File: src/rtl/core/b85_pkg.sv
// Package for the base85 text decoder: character codes, pass-through types
// and the power-of-85 constant table. Used by every module of the block but the checker.
`default_nettype none

package b85_pkg;

    localparam logic [7:0] BLANK_MAX  = 8'h20;
    localparam logic [7:0] DIGIT_LOW  = 8'h21;
    localparam logic [7:0] DIGIT_HIGH = 8'h75;
    localparam logic [7:0] ZERO_GROUP = 8'h7A;

    localparam int WORD_W  = 32;
    localparam int DIGIT_W = 7;
    localparam int COUNT_W = 3;
    localparam int BYTE_W  = 8;

    localparam logic [COUNT_W-1:0] LAST_DIGIT = 3'd4;
    localparam logic [COUNT_W-1:0] MIN_FLUSH  = 3'd2;
    localparam logic [COUNT_W-1:0] GROUP_LEN  = 3'd5;

    // One character item held in the input register.
    typedef struct packed {
        logic              eot;
        logic [BYTE_W-1:0] ch;
    } b85_item_t;

    // A decoded four-byte group handed to the output serializer.
    typedef struct packed {
        logic              load;
        logic [WORD_W-1:0] word;
    } b85_grp_t;

    // 85 to the power n, modulo 2^32.
    function automatic logic [WORD_W-1:0] pow85(input logic [COUNT_W-1:0] n);
        logic [WORD_W-1:0] r;
        unique case (n)
            3'd0:    r = 32'd1;
            3'd1:    r = 32'd85;
            3'd2:    r = 32'd7225;
            3'd3:    r = 32'd614125;
            3'd4:    r = 32'd52200625;
            3'd5:    r = 32'd142085829;
            default: r = 32'd1;
        endcase
        return r;
    endfunction

endpackage

`default_nettype wire

File: src/rtl/core/b85_in_reg.sv
// Input register of the base85 decoder: holds one accepted character item.
// Depends on b85_pkg for the item type.
`default_nettype none

module b85_in_reg
    import b85_pkg::*;
(
    input  wire logic      aclk,
    input  wire logic      aresetn,
    input  wire logic      s_tvalid,
    output logic           s_tready,
    input  wire logic [7:0] s_tdata,
    input  wire logic      s_tlast,
    input  wire logic      take,
    output logic           item_valid,
    output b85_item_t      item
);

    logic      valid_reg;
    logic      valid_next;
    b85_item_t item_reg;

    assign s_tready   = !valid_reg || take;
    assign item_valid = valid_reg;
    assign item       = item_reg;

    always_comb begin
        valid_next = valid_reg;
        if (s_tvalid && s_tready) begin
            valid_next = 1'b1;
        end else if (take) begin
            valid_next = 1'b0;
        end
    end

    always_ff @(posedge aclk) begin
        if (!aresetn) begin
            valid_reg <= 1'b0;
        end else begin
            valid_reg <= valid_next;
        end
    end

    always_ff @(posedge aclk) begin
        if (s_tvalid && s_tready) begin
            item_reg.ch  <= s_tdata;
            item_reg.eot <= s_tlast;
        end
    end

endmodule

`default_nettype wire

File: src/rtl/core/b85_decode.sv
// Group decoder: accumulator, digit count and halt flag, and the single
// multiply-add that forms each group word but the all-zero one. Depends on b85_pkg.
`default_nettype none

module b85_decode
    import b85_pkg::*;
(
    input  wire logic      aclk,
    input  wire logic      aresetn,
    input  wire logic      item_valid,
    input  wire b85_item_t item,
    input  wire logic      res_free,
    output logic           take,
    output b85_grp_t       grp
);

    logic [WORD_W-1:0]  acc_reg;
    logic [WORD_W-1:0]  acc_next;
    logic [COUNT_W-1:0] cnt_reg;
    logic [COUNT_W-1:0] cnt_next;
    logic               halted_reg;
    logic               halted_next;

    logic               is_blank;
    logic               is_digit;
    logic               is_zero_grp;
    logic [DIGIT_W-1:0] digit;
    logic               emit;
    logic               zero_word;
    logic [COUNT_W-1:0] m_exp;
    logic [COUNT_W-1:0] p_exp;
    logic [DIGIT_W-1:0] e_val;
    logic [WORD_W-1:0]  prod_acc;
    logic [WORD_W-1:0]  prod_e;
    logic [WORD_W-1:0]  word;

    assign is_blank    = item.ch <= BLANK_MAX;
    assign is_digit    = (item.ch >= DIGIT_LOW) && (item.ch <= DIGIT_HIGH);
    assign is_zero_grp = (item.ch == ZERO_GROUP) && (cnt_reg == '0);
    assign digit       = DIGIT_W'(item.ch - DIGIT_LOW);

    // The group word is acc * 85^m + e * 85^p - 1; padding with digit 84
    // reduces to this form for every flush case.
    assign prod_acc = acc_reg * pow85(m_exp);
    assign prod_e   = WORD_W'(e_val) * pow85(p_exp);
    assign word     = prod_acc + prod_e - WORD_W'(1);

    always_comb begin
        emit        = 1'b0;
        zero_word   = 1'b0;
        m_exp       = 3'd1;
        p_exp       = 3'd0;
        e_val       = DIGIT_W'(1);
        acc_next    = acc_reg;
        cnt_next    = cnt_reg;
        halted_next = halted_reg;
        if (!halted_reg) begin
            priority if (is_blank) begin
                m_exp = GROUP_LEN - cnt_reg;
                p_exp = GROUP_LEN - cnt_reg;
                emit  = item.eot && (cnt_reg >= MIN_FLUSH);
            end else if (is_zero_grp) begin
                emit      = 1'b1;
                zero_word = 1'b1;
            end else if (is_digit) begin
                e_val = digit + DIGIT_W'(1);
                if (item.eot) begin
                    m_exp = GROUP_LEN - cnt_reg;
                    p_exp = LAST_DIGIT - cnt_reg;
                    emit  = cnt_reg != '0;
                end else begin
                    emit = cnt_reg == LAST_DIGIT;
                    if (cnt_reg == LAST_DIGIT) begin
                        acc_next = '0;
                        cnt_next = '0;
                    end else begin
                        acc_next = word;
                        cnt_next = cnt_reg + COUNT_W'(1);
                    end
                end
            end else begin
                m_exp       = GROUP_LEN - cnt_reg;
                p_exp       = GROUP_LEN - cnt_reg;
                emit        = cnt_reg >= MIN_FLUSH;
                acc_next    = '0;
                cnt_next    = '0;
                halted_next = 1'b1;
            end
        end
        if (item.eot) begin
            acc_next    = '0;
            cnt_next    = '0;
            halted_next = 1'b0;
        end
    end

    assign take     = item_valid && (!emit || res_free);
    assign grp.load = take && emit;
    assign grp.word = zero_word ? '0 : word;

    always_ff @(posedge aclk) begin
        if (!aresetn) begin
            acc_reg    <= '0;
            cnt_reg    <= '0;
            halted_reg <= 1'b0;
        end else if (take) begin
            acc_reg    <= acc_next;
            cnt_reg    <= cnt_next;
            halted_reg <= halted_next;
        end
    end

endmodule

`default_nettype wire

File: src/rtl/core/b85_out_ser.sv
// Output serializer: holds one group word and sends it as four bytes,
// most significant first. Depends on b85_pkg for the group type.
`default_nettype none

module b85_out_ser
    import b85_pkg::*;
(
    input  wire logic       aclk,
    input  wire logic       aresetn,
    input  wire b85_grp_t   grp,
    output logic            res_free,
    output logic            m_tvalid,
    input  wire logic       m_tready,
    output logic [7:0]      m_tdata,
    output logic            m_tlast
);

    logic [WORD_W-1:0] word_reg;
    logic [1:0]        idx_reg;
    logic [1:0]        idx_next;
    logic              valid_reg;
    logic              valid_next;
    logic              last_byte;

    assign last_byte = idx_reg == 2'd3;
    assign res_free  = !valid_reg || (m_tready && last_byte);
    assign m_tvalid  = valid_reg;
    assign m_tlast   = last_byte;

    always_comb begin
        unique case (idx_reg)
            2'd0:    m_tdata = word_reg[31:24];
            2'd1:    m_tdata = word_reg[23:16];
            2'd2:    m_tdata = word_reg[15:8];
            default: m_tdata = word_reg[7:0];
        endcase
    end

    always_comb begin
        valid_next = valid_reg;
        idx_next   = idx_reg;
        if (grp.load) begin
            valid_next = 1'b1;
            idx_next   = 2'd0;
        end else if (valid_reg && m_tready) begin
            idx_next = idx_reg + 2'd1;
            if (last_byte) begin
                valid_next = 1'b0;
            end
        end
    end

    always_ff @(posedge aclk) begin
        if (!aresetn) begin
            valid_reg <= 1'b0;
            idx_reg   <= 2'd0;
        end else begin
            valid_reg <= valid_next;
            idx_reg   <= idx_next;
        end
    end

    always_ff @(posedge aclk) begin
        if (grp.load) begin
            word_reg <= grp.word;
        end
    end

endmodule

`default_nettype wire

File: src/rtl/core/base85_text_decoder.sv
// Base85 text decoder top level: input register, group decoder, serializer.
// The first byte of a group is valid on the output once the item that completes
// the group has passed the input register and the serializer's word register.
// Throughput: one character per cycle while no group is waiting; each
// decoded group occupies the output port for four byte items, which is the
// limit set by the output serializer.
// Reset: synchronous, active low; clears the control state and drops both valids; data registers are not reset.
`default_nettype none

module base85_text_decoder
    import b85_pkg::*;
(
    input  wire logic       aclk,
    input  wire logic       aresetn,
    input  wire logic       s_tvalid,
    output logic            s_tready,
    input  wire logic [7:0] s_tdata,   // text_char
    input  wire logic       s_tlast,   // end_of_text
    output logic            m_tvalid,
    input  wire logic       m_tready,
    output logic [7:0]      m_tdata,   // out_byte
    output logic            m_tlast    // group_done
);

    logic      take;
    logic      item_valid;
    b85_item_t item;
    logic      res_free;
    b85_grp_t  grp;

    b85_in_reg u_in_reg (
        .aclk       (aclk),
        .aresetn    (aresetn),
        .s_tvalid   (s_tvalid),
        .s_tready   (s_tready),
        .s_tdata    (s_tdata),
        .s_tlast    (s_tlast),
        .take       (take),
        .item_valid (item_valid),
        .item       (item)
    );

    b85_decode u_decode (
        .aclk       (aclk),
        .aresetn    (aresetn),
        .item_valid (item_valid),
        .item       (item),
        .res_free   (res_free),
        .take       (take),
        .grp        (grp)
    );

    b85_out_ser u_out_ser (
        .aclk     (aclk),
        .aresetn  (aresetn),
        .grp      (grp),
        .res_free (res_free),
        .m_tvalid (m_tvalid),
        .m_tready (m_tready),
        .m_tdata  (m_tdata),
        .m_tlast  (m_tlast)
    );

endmodule

`default_nettype wire

File: config.mk
export PLATFORM = sky130hd
export DESIGN_NAME = base85_text_decoder
export DESIGN_NICKNAME = d
export VERILOG_FILES = /design/src/rtl/core/b85_pkg.sv /design/src/rtl/core/b85_in_reg.sv /design/src/rtl/core/b85_decode.sv /design/src/rtl/core/b85_out_ser.sv /design/src/rtl/core/base85_text_decoder.sv
export SDC_FILE = /design/constraint.sdc
export NUM_CORES = 2
export LEC_CHECK = 0
export ABC_AREA = 1
export BUFFER_PORTS_ARGS = -buffer_cell sky130_fd_sc_hd__buf_2
export CAP_MARGIN = 5
export CORE_ASPECT_RATIO = 1.5
export CORE_UTILIZATION = 40
export CTS_BUF_LIST = sky130_fd_sc_hd__clkbuf_16
export DETAILED_ROUTE_END_ITERATION = 8
export SKIP_LAST_GASP = 1
export SLEW_MARGIN = 25
export SYNTH_ARGS = -nofsm -noshare
export SYNTH_HDL_FRONTEND = slang
export SYNTH_SLANG_ARGS = --single-unit
File: constraint.sdc
create_clock -name aclk -period 12.3 [get_ports aclk]
set_input_delay 2.46 -clock aclk [delete_from_list [all_inputs] [get_ports aclk]]
set_output_delay 2.46 -clock aclk [all_outputs]
set_load 0.05 [all_outputs]
# After elaboration in Yosys (flattened, before gate mapping)
# Cells that the tools add are included.
[totals]
ff_bits = 81
in_bits = 13
out_inout_bits = 11
wordCells = 112
[op_classes]
add_sub_neg = 8
mul = 2
order_cmp = 4
eq_ne = 18
mux = 47
n_bitwise = 1
reduce_logical = 23
[ops]
columns = ["cell", "count"]
rows = [
  ["one-hot mux 28 bit (5 select lines)", 2],
  ["2-to-1 mux 32 bit", 6],
  ["2-to-1 mux 3 bit", 16],
  ["adder 32 bit", 1],
  ["multiplier 32 x 28 -> 32 bit", 1],
  ["multiplier 7 x 28 -> 32 bit", 1],
  ["subtractor 32 x 1 -> 32 bit, second input constant", 1],
  ["2-to-1 mux 7 bit", 4],
  ["one-hot mux 8 bit (3 select lines)", 1],
  ["2-to-1 mux 1 bit", 18],
  ["equality test 3 bit, second input constant", 5],
  ["equality test 3 x 2 -> 1 bit, second input constant", 4],
  ["equality test 8 x 7 -> 1 bit, second input constant", 1],
  [">= comparator 8 x 6 -> 1 bit, second input constant", 1],
  ["less-or-equal comparator 8 x 6 -> 1 bit, second input constant", 1],
  ["less-or-equal comparator 8 x 7 -> 1 bit, second input constant", 1],
  ["logical AND 1 bit", 8],
  ["adder 7 x 1 -> 7 bit, second input constant", 1],
  ["subtractor 7 x 6 -> 7 bit, second input constant", 1],
  ["equality test 3 x 1 -> 1 bit, second input constant", 2],
  ["!= test 2 bit, second input constant", 3],
  ["nonzero test 2 bit", 3],
  ["subtractor 3 bit, first input constant", 2],
  ["equality test 2 bit, second input constant", 2],
  ["13 further kinds", 17],
]

# Depth between registers and ports, before layout
# Gate-level depths: netlist (run 1).
[depth]
word_depth = 17
depth_mapped = 55
depth_no_buf = 55

# Cells and area by module
# From an unflattened synthesis (run 1), not the netlist that was laid out.
[unflattened]
cells_unflattened = 2527
area_unflattened_um2 = 22170.0
[modules_own_cells]
columns = ["module", "instances", "cells_per_inst", "area_per_inst_um2", "seq_area_each_um2"]
rows = [
  ["b85_decode", 1, 2387, 20432.1, 720.7],
  ["b85_out_ser", 1, 124, 1416.4, 1021.0],
  ["b85_in_reg", 1, 16, 321.6, 290.3],
]

# Worst setup path before layout (run 1)
# Ideal clock, no wire load.
[synth_timing]
path_type = "reg-to-reg"
from = "register u_decode.cnt_reg[1]"
to = "register u_out_ser.word_reg[28] (data pin)"
setup_ns = 0.266
arrival_time_ns = 8.490
t_required_ns = 12.034
path_slack_ns = 3.544
stages_incl_launch_ff = 51
path_buffers = 1
synth_period_minus_slack_ns = 8.756
path_cell_list = "dfxtp_1 -> inv_1 -> ha_1 -> ha_1 -> nand2_1 -> nor3_1 -> nand4_1 -> buf_4 -> nand3_2 -> nor2_2 -> nor2_4 -> nor2_1 -> inv_1 -> nand2_1 -> nand2_1 -> inv_1 -> nor2_1 -> fa_1 -> (+15 left out) -> nand2_1 -> nand2_1 -> nand2_1 -> nand2_1 -> nand2_1 -> a21oi_2 -> inv_1 -> a21oi_1 -> inv_1 -> a21oi_1 -> inv_1 -> a21oi_1 -> o21ai_1 -> nand2_1 -> nand2_1 -> xor2_1 -> inv_1 -> nor2_1"
[synth_between]
elab_chain_len = 11
elab_cells_between_ends = 36
cone_classes = "add/sub: 4; mul: 2; eq/ne: 10; mux: 18; reduce/logical: 2"
[synth_rtl]
columns = ["item", "line_no", "text"]
rows = [
  ["from (decl)", "b85_decode.sv:19", "logic [COUNT_W-1:0] cnt_reg;"],
  ["from (signal assigned)", "b85_decode.sv:108", "cnt_reg <= cnt_next;"],
  ["subtractor 3 bit, on equally long branches", "--", ""],
  ["2-to-1 mux 3 bit", "b85_decode.sv:67", "if (item.eot) begin"],
  ["2-to-1 mux 3 bit", "b85_decode.sv:65", "end else if (is_digit) begin"],
  ["2-to-1 mux 3 bit", "b85_decode.sv:62", "end else if (is_zero_grp) begin"],
  ["2-to-1 mux 3 bit", "b85_decode.sv:58", "priority if (is_blank) begin"],
  ["2-to-1 mux 3 bit", "b85_decode.sv:57", "if (!halted_reg) begin"],
  ["equality test 3 bit, or another cell as far along", "b85_pkg.sv:36", "unique case (n)"],
  ["one-hot mux 28 bit (5 select lines)", "b85_pkg.sv:36", ""],
  ["multiplier 32 x 28 -> 32 bit / multiplier 7 x 28 -> 32 bit (equally long branches)", "b85_decode.sv:44, b85_decode.sv:45", ""],
  ["adder 32 bit", "b85_decode.sv:46", "assign word = prod_acc + prod_e - WORD_W'(1);"],
  ["subtractor 32 x 1 -> 32 bit", "b85_decode.sv:46", ""],
  ["to (signal assigned)", "b85_out_ser.sv:65", "word_reg <= grp.word;"],
  ["to (decl)", "b85_out_ser.sv:18", "logic [WORD_W-1:0] word_reg;"],
]
# Parallel ways exist; a longest one is shown, timed or not.
# A chain may end at the register's enable or synchronous reset.

# Worst setup path in the final report (run 1)
[layout_timing]
from = "register u_decode.cnt_reg[1]"
to = "register u_out_ser.word_reg[26] (data pin)"
# Same word-level chain as after synthesis.

==> flow_metrics.py, run 1 <==
metrics = {
    "critical_path": {
        "cp_common_cell": "inv_1",
        "worst_setup_path_start_kind": "flop",
        "critical_path.slowest_cell": "clkinv_1",
        "critPathMaxStageDelay_ps": 800,
        "worstPathArrival_ps": 10970,
        "worstPathRequired_ps": 12380,
        "reg2reg_slack_ps": 1410,
        "crit_family": "adder cells",
        "crit_type": "flop to flop",
        "critPathBufInv": 10,
        "end_kind": "flop",
        "critPathMaxFanout": 26,
    },
    "sta": {
        "max_freq_ghz": 0.09181,
        "hold_viol": 0,
        "maxSlewViolCount": 0,
        "tns_ps": 0,
        "setup_slack_ps": 1408,
        "clock_skew_ps": 8.532,
        "slew_headroom_pct": 31.88,
        "rsz0062_at_grt": "false",
        "finalSetupViolCount": 0,
        "fin_crit_sh_pct": 88.55,
        "worstMarginPinSlew_ps": 1019,
        "finalCriticalPeriod_ps": 10890,
        "hold_slack_ps": 516.6,
    },
    "grt": {
        "grt_max_degree": 34,
        "antenna_found_initial": 0,
        "grt_pass1_vias": 17990,
        "gr-total-overflow": 0,
        "grt_usage_pct": 25.36,
        "grt_pass1_wl_um": 105200,
    },
    "final_layout": {
        "nets": 3259,
        "nFillCells": 5338,
        "area_delta_synth_final_pct": 5.440,
        "diodes": 0,
        "layout-drive-gt1-share_pct": 4.435,
    },
    "clock_tree": {
        "cts-buffers-inserted": 9,
        "ctsResizeCount": 0,
        "clk_pin_slew_worst_paths_ps": 70,
        "cts.htree.levels": 3,
        "cts-hold-fix-buffers": 0,
        "cts_tree": "yes",
        "insertion_delay_ps": 340,
        "post_cts_buffers": 0,
        "root_buffer": "clkbuf_16",
        "cts_sinks": 81,
        "clockBufferDepth": 2,
    },
    "die": {
        "ios": 24,
        "dieWidth_um": 193.5,
        "num_rows": 104,
        "die_h_um": 289.3,
        "start_util_pct": 40.76,
        "core_area_um2": 54000,
        "die-area_um2": 55990,
    },
    "synthesis": {
        "syn_inst": 2498,
        "synth_edf_count": 41,
        "ys_ff_latch": 81,
        "netlist_area_um2": 22010,
        "synth_area_leaders": "fa_1 (43%), ha_1 (16%), inv_1 (12%), edfxtp_1 (5.6%), nand2_1 (5.4%)",
        "async_flop_share_pct": 0,
        "synth.top_cell.area_share_pct": 42.56,
        "ys_warn_count": 0,
        "syn_nets": 3259,
        "synth_area_per_cell_um2": 8.811,
        "seq_area_frac_synth_pct": 9.231,
        "synth_cell_types": 51,
        "yosys.area.top_type": "fa_1",
        "synth_flop_cell": "edfxtp_1",
    },
    "power": {
        "p_clk_share_pct": 4.6,
        "power.net_switching_mw": 3.583,
        "switching_share_pct": 58.64,
        "power_frac_seq_pct": 8.8,
        "p_int_mw": 2.528,
        "p_leak_nw": 11.86,
        "power.density_nw_per_um2": 263.3,
        "peakVddDrop_v": 0.0002562,
        "p_comb_share_pct": 86.6,
    },
    "hold_path": {
        "min_path_type": "flop to flop",
    },
    "detailed_routing": {
        "routed_wl_um": 67720,
        "vias": 16070,
        "wl_per_cell_um": 21.21,
        "drt-pass1-iter-count": 5,
        "viasPerCell": 5.035,
        "drt-initial-drc-count": 772,
        "ant_nets": 0,
        "drc": 0,
    },
    "placement": {
        "io_buffers": 23,
        "hpwl_um": 61210,
        "dp_slack_ps": 1482,
        "routabilityCongestion": 0.9678,
    },
    "outcome": {
        "outcome": "complete, no violations",
    },
    "flow_run": {
        "drv_cap": 0,
    },
}
-- final timing paths --
path	start	end	cells past startpoint
min reg2reg	u_decode.acc_reg[31]$_SDFFE_PN0P_	u_decode.acc_reg[31]$_SDFFE_PN0P_	2
min	u_decode.acc_reg[31]$_SDFFE_PN0P_	u_decode.acc_reg[31]$_SDFFE_PN0P_	2
max	u_decode.cnt_reg[1]$_SDFFE_PN0P_	u_out_ser.word_reg[26]$_SDFFCE_PP0P_	37
max reg2reg	u_decode.cnt_reg[1]$_SDFFE_PN0P_	u_out_ser.word_reg[26]$_SDFFCE_PP0P_	37
-- layout by cell type, fill, tap and decap left out, types with 3 or more instances in the layout --
cell type / Yosys / routed
inv_1: 698 / 697
fa_1: 468 / 468
nand2_1: 315 / 314
nor2_1: 300 / 299
ha_1: 280 / 280
a21oi_1: 68 / 68
edfxtp_1: 41 / 41
dfxtp_1: 40 / 40
nand3_1: 38 / 38
o21ai_0: 32 / 32
xor2_1: 24 / 24
buf_2: 2 / 23
xnor2_1: 22 / 22
inv_2: 15 / 16
clkinv_1: 13 / 13
nand2_2: 10 / 11
nor2_2: 10 / 11
clkbuf_16: 0 / 11
buf_4: 1 / 9
a22o_1: 8 / 8
nor3_1: 6 / 6
nand4_1: 6 / 6
o22ai_1: 5 / 5
nand3b_1: 5 / 5
nor2_4: 4 / 4
o211ai_1: 4 / 4
nand3_2: 4 / 4
a2bb2oi_1: 4 / 4
o21ai_2: 1 / 3
a31oi_1: 3 / 3
or2_2: 3 / 3
-- cells in the mapped netlist, types with 3 or more instances --
cell type,count
a22o_1,8
nand4_1,6
a31oi_1,3
xor2_1,24
clkinv_1,13
xnor2_1,22
inv_2,15
edfxtp_1,41
nand3_2,4
ha_1,280
a21oi_1,68
nor2_4,4
o21ai_1,3
dfxtp_1,40
o211ai_1,4
nand3b_1,5
fa_1,468
buf_1,4
inv_1,698
nor2_2,10
nor3_1,6
nand2_2,10
nand3_1,38
nor2_1,300
or2_2,3
o22ai_1,5
clkbuf_1,35
o21ai_0,32
nand2_1,315
a2bb2oi_1,4
-- tightest hold or removal path: stages (launching register included) --
cell     delay, ps
dfxtp_1        340
nand2_1         90
a21oi_2         50
-- stage by stage --
stage | instances | total power [mW] | util [%] | instance area, um^2
final | 3192 | 6.111 | 42.98 | 23210
after global routing | 3192 | 6.708 | 42.98 | 23210
after CTS | 3192 | 6.155 | 42.97 | 23210
after detailed placement | 3176 | 5.813 | 42.39 | 22890
after global placement | 3176 | 5.822 | 42.39 | 22890
after floorplan | 2498 | 4.041 | - | 22010
-- routing by layer --
| layer | part of all wire, % | up-vias | track usage (%) |
|---|---|---|---|
| met5 | 0 | - | 0 |
| met2 | 53 | 437 | 47.34 |
| met4 | 9.0 | 0 | 19.14 |
| met3 | 3.0 | 227 | 2.130 |
| li1 | - | 7340 | - |
| met1 | 35 | 8068 | 26.67 |
-- cells by family (layout without fill, tap and decap cells) --
kind of cell / count (synthesis) / count (layout) / share of synthesized area, %
AOI/OAI and AO/OA: 144 / 144 / 3.820
xor gates and xnor gates: 46 / 46 / 1.830
and+or+nand+nor: 710 / 710 / 13.46
buffers and inverters: 769 / 774 / 13.18
adders and majority gates: 748 / 748 / 58.48
DFF: 81 / 81 / 9.231
-- power groups by stage --
stage	Clock (mW)	Combinational [mW]	Sequential, mW
final	0.280	5.29	0.536
after floorplan	0	3.54	0.504
after CTS	0.286	5.33	0.536
after global placement	0	5.28	0.542
after global routing	0.296	5.87	0.537
after detailed placement	0	5.27	0.542
-- area by class of cell --
type	instances	area, um^2	share of cell area [%]
clock inverters	5	40.04	0.1725
inverters	726	2725	11.74
clock buffers	11	275.3	1.186
well taps	689	862.1	3.714
repair buffers	32	182.7	0.7871
flip-flops and latches	81	2032	8.755
multi-input cells	1648	17090	73.64
Power figures use the tool's default switching activity.
==> inputs of run 2 (changes only) <==
--- a/config.mk
+++ b/config.mk
@@ -5,11 +5,10 @@
 export SDC_FILE = /design/constraint.sdc
 export NUM_CORES = 2
 export LEC_CHECK = 0
-export ABC_AREA = 1
 export BUFFER_PORTS_ARGS = -buffer_cell sky130_fd_sc_hd__buf_2
 export CAP_MARGIN = 5
 export CORE_ASPECT_RATIO = 1.5
-export CORE_UTILIZATION = 40
+export CORE_UTILIZATION = 45
 export CTS_BUF_LIST = sky130_fd_sc_hd__clkbuf_16
 export DETAILED_ROUTE_END_ITERATION = 8
 export SKIP_LAST_GASP = 1
==> run 2 against run 1 <==
Cell area rose by 1.2%. Register-to-register slack worse by 190 ps. Synthesized cell count fell by 7.0%. Critical path type unchanged. Highest routed layer unchanged. Largest power group unchanged. Worst hold slack got worse by 24 ps. Via count fell by 2.3%.
==> flow_metrics.py, run 2 <==
metrics = {
    "synthesis": {
        "ys_warn_count": 0,
        "synth_area_leaders": "fa_1 (42%), ha_1 (16%), inv_1 (10%), edfxtp_1 (5.5%), dfxtp_1 (3.6%)",
        "synth_edf_count": 41,
        "synth_cell_types": 81,
        "synth_flop_cell": "edfxtp_1",
        "yosys.area.top_type": "fa_1",
        "synth_area_per_cell_um2": 9.621,
        "syn_nets": 3083,
        "netlist_area_um2": 22340,
        "synth_most_common_cell": "inv_1",
        "synth_common_cells": "inv_1 (596), fa_1 (468), ha_1 (280), nand2_1 (124), and2_1 (111)",
        "synth.top_cell.area_share_pct": 41.94,
        "ys_ff_latch": 81,
        "syn_inst": 2322,
        "async_flop_share_pct": 0,
        "seq_area_frac_synth_pct": 9.095,
    },
    "clock_tree": {
        "cts-hold-fix-buffers": 0,
        "clk_pin_slew_worst_paths_ps": 60,
        "cts_tree": "yes",
        "root_buffer": "clkbuf_16",
        "cts_sinks": 81,
        "cts-buffers-inserted": 9,
        "cts.htree.levels": 3,
        "insertion_delay_ps": 340,
        "post_cts_buffers": 0,
        "ctsResizeCount": 0,
        "clockBufferDepth": 2,
    },
    "die": {
        "dieWidth_um": 183.9,
        "start_util_pct": 45.78,
        "die_h_um": 274.9,
        "core_area_um2": 48800,
        "die-area_um2": 50560,
        "num_rows": 99,
        "ios": 24,
    },
    "detailed_routing": {
        "drt-pass1-iter-count": 7,
        "wl_per_cell_um": 22.93,
        "routed_wl_um": 68180,
        "vias": 15710,
        "ant_nets": 0,
        "viasPerCell": 5.283,
        "drc": 0,
        "drt-initial-drc-count": 1145,
    },
    "power": {
        "total_power_mw": 4.825,
        "power.density_nw_per_um2": 205.4,
        "p_leak_nw": 11.92,
        "peakVddDrop_v": 0.0002528,
    },
    "final_layout": {
        "area_delta_synth_final_pct": 5.142,
        "final_cell_area_um2": 23490,
        "diodes": 0,
        "mostFrequentLayoutCells": "inv_1 (597), fa_1 (468), ha_1 (280)",
        "multiInputGateArea_um2": 17850,
        "nFillCells": 4724,
        "nets": 3073,
        "final_common_cell": "inv_1",
        "layout-drive-gt1-share_pct": 4.402,
        "final_cells": 2973,
        "regArea_um2": 2032,
    },
    "placement": {
        "hpwl_um": 61110,
        "routabilityCongestion": 0.9688,
        "io_buffers": 23,
        "placed_area_um2": 23210,
        "dp_slack_ps": 1412,
        "placedCellCount": 2957,
    },
    "critical_path": {
        "worstPathArrival_ps": 11250,
        "crit_type": "flop to flop",
        "end_kind": "flop",
        "r2r_cells": 32,
        "reg2reg_slack_ps": 1220,
        "cp_common_cell": "fa_1",
        "r2r-end": "u_out_ser.word_reg[31]$_SDFFCE_PP0P_",
        "worstPathRequired_ps": 12470,
        "critPathMaxStageDelay_ps": 830,
        "critPathMaxFanout": 21,
        "critical_path.slowest_cell": "dfxtp_1",
        "reg2reg_from": "u_decode.cnt_reg[1]$_SDFFE_PN0P_",
        "worst_setup_path_start_kind": "flop",
    },
    "grt": {
        "antenna_found_initial": 0,
        "grt_pass1_wl_um": 105500,
        "grt_usage_pct": 28.84,
        "gr-total-overflow": 0,
        "grt_pass1_vias": 17540,
        "grt_max_degree": 53,
    },
    "sta": {
        "worstMarginPinSlew_ps": 1019,
        "finalCriticalPeriod_ps": 11080,
        "hold_viol": 0,
        "finalSetupViolCount": 0,
        "rsz0062_at_grt": "false",
        "max_freq_ghz": 0.09026,
        "fin_crit_sh_pct": 90.07,
        "tns_ps": 0,
        "clock_skew_ps": 8.568,
        "slew_headroom_pct": 32.05,
        "setup_slack_ps": 1221,
        "maxSlewViolCount": 0,
    },
    "hold_path": {
        "worstHoldStart": "u_decode.acc_reg[30]$_SDFFE_PN0P_",
        "hold_depth": 2,
        "min_to": "u_decode.acc_reg[30]$_SDFFE_PN0P_",
        "min_path_type": "flop to flop",
    },
    "flow_run": {
        "drv_cap": 0,
    },
    "outcome": {
        "outcome": "complete, no violations",
    },
}
[run 2: changes by cell type after synthesis, moves of 16 or more]
| cell | delta |
|---|---|
| inv_1 | -102 |
| and2_1 | +111 |
| clkbuf_1 | +26 |
| nor2_1 | -190 |
| xnor2_1 | +21 |
| nor2b_1 | +59 |
| nand3_1 | -17 |
| nor3_1 | +34 |
| or2_2 | +16 |
| nand2_1 | -191 |
| nand2b_1 | +18 |
[run 2: how the worst max path moves through the flow]
stage / from / end / slack (ps)
after floorplan: u_decode.cnt_reg[1]$_SDFFE_PN0P_ / u_out_ser.word_reg[31]$_SDFFCE_PP0P_ / 2620
after global placement: u_decode.cnt_reg[0]$_SDFFE_PN0P_ / u_out_ser.word_reg[31]$_SDFFCE_PP0P_ / 1380
after detailed placement: u_decode.cnt_reg[0]$_SDFFE_PN0P_ / u_out_ser.word_reg[31]$_SDFFCE_PP0P_ / 1410
after CTS: u_decode.cnt_reg[0]$_SDFFE_PN0P_ / u_out_ser.word_reg[31]$_SDFFCE_PP0P_ / 1360
after global routing: u_decode.cnt_reg[1]$_SDFFE_PN0P_ / u_out_ser.word_reg[31]$_SDFFCE_PP0P_ / 660
final: u_decode.cnt_reg[1]$_SDFFE_PN0P_ / u_out_ser.word_reg[31]$_SDFFCE_PP0P_ / 1220
[run 2: per-stage QoR]
stage,hold WS [ps],utilization [%]
floorplan,438.3,-
global placement,477.6,47.56
detailed placement,487.6,47.57
CTS,497.8,48.13
global route,521.8,48.13
finish,492.9,48.13
[run 2: critical path: cells and delay by family (launching register included)]
kind / cells / cell delay, ps
adder cells (fa/ha/maj): 11 / 4980
AO/OA/AOI/OAI: 9 / 2450
AND/OR/NAND/NOR: 7 / 2090
flip-flops: 1 / 830
buffers and inverters: 5 / 530
[run 2: routing by layer]
metal / up-vias / part of all wire, % / global-route usage [%]
li1: 7097 / - / -
met1: 7967 / 37 / 33.04
met2: 451 / 52 / 51.84
met3: 191 / 3.3 / 2.039
met4: 0 / 7.7 / 18.66
met5: - / 0 / 0
[run 2: cells by family after synthesis]
kind of cell	after synthesis	share of synthesized area, %
adder cells (fa/ha/maj)	748	57.62
buffers and inverters	661	11.12
AND/OR/NAND/NOR	559	12.97
AO/OA/AOI/OAI	199	6.155
flip-flops	81	9.095
XOR/XNOR	65	2.644
multiplexers	9	0.4033
[run 2: cell type report]
class / count / area share, %
clock buffer: 9 / 0.9588
sequential: 81 / 8.651
timing repair buffer: 44 / 1.161
inverter: 596 / 9.524
tap: 656 / 3.494
clock inverter: 7 / 0.2077
multi-input combinational: 1580 / 76.00
[run 2: power by group]
group / total [mW] / switching (mW) / internal [mW]
Clock: 0.253 / 0.116 / 0.137
Combinational: 4.09 / 2.53 / 1.56
Sequential: 0.480 / 0.0543 / 0.426
Total: 4.83 / 2.70 / 2.12
==> inputs of run 3 (changes only) <==
==> constraint.sdc (replaced) <==
create_clock -name aclk -period 12.46 [get_ports aclk]
set_input_delay 2.492 -clock aclk [delete_from_list [all_inputs] [get_ports aclk]]
set_output_delay 2.492 -clock aclk [all_outputs]
set_load 0.05 [all_outputs]
==> run 3 against run 2 <==
Non-clock buffer count fell by 2. Fmax up 1.5%. Sequential share of layout area about the same. Sequential power fell by 1%. Critical path depth rose by 1. Critical path type unchanged. Critical endpoint unchanged. Largest power group unchanged. Highest routed layer unchanged.
==> flow_metrics.py, run 3 (same netlist as run 2, synthesis figures left out) <==
metrics = {
    "detailed_routing": {
        "wl_met1_um": 25560,
        "vias": 15760,
        "top_layer": "met4",
        "ant_nets": 0,
        "routed_wl_um": 68340,
        "drt-pass1-iter-count": 6,
        "wl_per_cell_um": 23.00,
        "viasPerCell": 5.303,
        "routed-wl-met2_um": 36120,
        "drc": 0,
        "wl_met3_um": 1852,
        "drt-initial-drc-count": 1192,
    },
    "sta": {
        "clock_skew_ps": 10.33,
        "setup_slack_ps": 1544,
        "finalSetupViolCount": 0,
        "tns_ps": 0,
        "hold_viol": 0,
        "worstMarginPinSlew_ps": 1022,
        "maxSlewViolCount": 0,
        "slew_headroom_pct": 31.75,
        "hold_slack_ps": 499.4,
        "finalCriticalPeriod_ps": 10920,
        "rsz0062_at_grt": "false",
        "fin_crit_sh_pct": 87.61,
        "max_freq_ghz": 0.09161,
    },
    "placement": {
        "dp_slack_ps": 1772,
        "io_buffers": 23,
        "hpwl_um": 60880,
        "placedCellCount": 2955,
        "routabilityCongestion": 0.9667,
    },
    "hold_path": {
        "worstHoldStart": "u_out_ser.idx_reg[1]$_SDFFE_PP0P_",
        "min_path_type": "flop to flop",
    },
    "critical_path": {
        "critical_path.slowest_cell": "nor3_1",
        "critPathMaxStageDelay_ps": 610,
        "crit_type": "flop to flop",
        "reg2reg_slack_ps": 1540,
        "crit_family": "adder cells",
        "worstPathRequired_ps": 12530,
        "critPathMaxFanout": 22,
        "end_kind": "flop",
        "worst_setup_path_start_kind": "flop",
        "reg2reg_from": "u_decode.cnt_reg[0]$_SDFFE_PN0P_",
        "worstPathArrival_ps": 10990,
        "startpoint": "u_decode.cnt_reg[0]$_SDFFE_PN0P_",
        "critPathBufInv": 5,
        "cp_common_cell": "fa_1",
    },
    "grt": {
        "grt_usage_pct": 28.85,
        "grt_pass1_wl_um": 105500,
        "gr-total-overflow": 0,
        "grt_pass1_vias": 17570,
        "antenna_found_initial": 0,
        "grt_max_degree": 53,
    },
    "flow_run": {
        "drv_cap": 0,
    },
    "clock_tree": {
        "root_buffer": "clkbuf_16",
        "cts-hold-fix-buffers": 0,
        "cts.htree.levels": 3,
        "ctsResizeCount": 0,
        "insertion_delay_ps": 340,
        "post_cts_buffers": 0,
        "cts_sinks": 81,
        "cts_tree": "yes",
        "clockBufferDepth": 2,
        "cts-buffers-inserted": 9,
        "clk_pin_slew_worst_paths_ps": 60,
    },
    "final_layout": {
        "area_delta_synth_final_pct": 5.309,
        "layout-drive-gt1-share_pct": 4.363,
        "nFillCells": 4750,
        "mostFrequentLayoutCells": "inv_1 (596), fa_1 (468), ha_1 (280)",
        "final_cells": 2971,
        "final_common_cell": "inv_1",
        "diodes": 0,
        "nets": 3071,
    },
    "die": {
        "die_h_um": 274.9,
        "dieWidth_um": 183.9,
        "die-area_um2": 50560,
        "num_rows": 99,
        "start_util_pct": 45.78,
        "ios": 24,
        "core_area_um2": 48800,
    },
    "power": {
        "total_power_mw": 4.798,
        "power.density_nw_per_um2": 203.9,
        "peakVddDrop_v": 0.0003356,
        "p_leak_nw": 11.93,
    },
    "outcome": {
        "outcome": "complete, no violations",
    },
}
-- run 3: through the flow --
step | utilization (%) | area (um^2)
floorplan | - | 22340
global placement | 47.53 | 23200
detailed placement | 47.53 | 23200
CTS | 48.20 | 23520
global route | 48.21 | 23530
finish | 48.21 | 23530
-- run 3: routing by layer --
layer	vias to the layer above	GRT usage, %
met5	-	0
met4	0	17.35
met3	179	1.589
met2	434	52.60
met1	8038	33.22
li1	7105	-
-- run 3: layout make-up --
type                       count  area [um^2]  area share (%)
clock buffer                   9        225.2          0.9573
clock inverter                 7        101.3          0.4308
inverter                     596         2237           9.509
multi-input combinational   1580        17850           75.88
sequential                    81         2032           8.637
tap                          656        820.8           3.489
timing repair buffer          42        257.7           1.096
-- run 3: final timing paths --
check,endpoint,cells past startpoint
worst max-delay path,u_out_ser.word_reg[31]$_SDFFCE_PP0P_,33
worst min-delay path,u_out_ser.idx_reg[1]$_SDFFE_PP0P_,2
worst max register to register,u_out_ser.word_reg[31]$_SDFFCE_PP0P_,33
worst min register to register,u_out_ser.idx_reg[1]$_SDFFE_PP0P_,2
-- run 3: report_power, final --
part | switching [mW] | internal (mW)
Combinational | 2.50 | 1.54
Sequential | 0.0538 | 0.421
Clock | 0.115 | 0.178
Total | 2.66 | 2.13
-- run 3: worst reg2reg max path: cells and delay by family, from the launching register on --
kind / cells / cell delay, ps
buffers and inverters: 5 / 830
DFF: 1 / 310
and+or+nand+nor: 11 / 3300
adders and majority gates: 11 / 4700
AOI/OAI and AO/OA: 6 / 1510
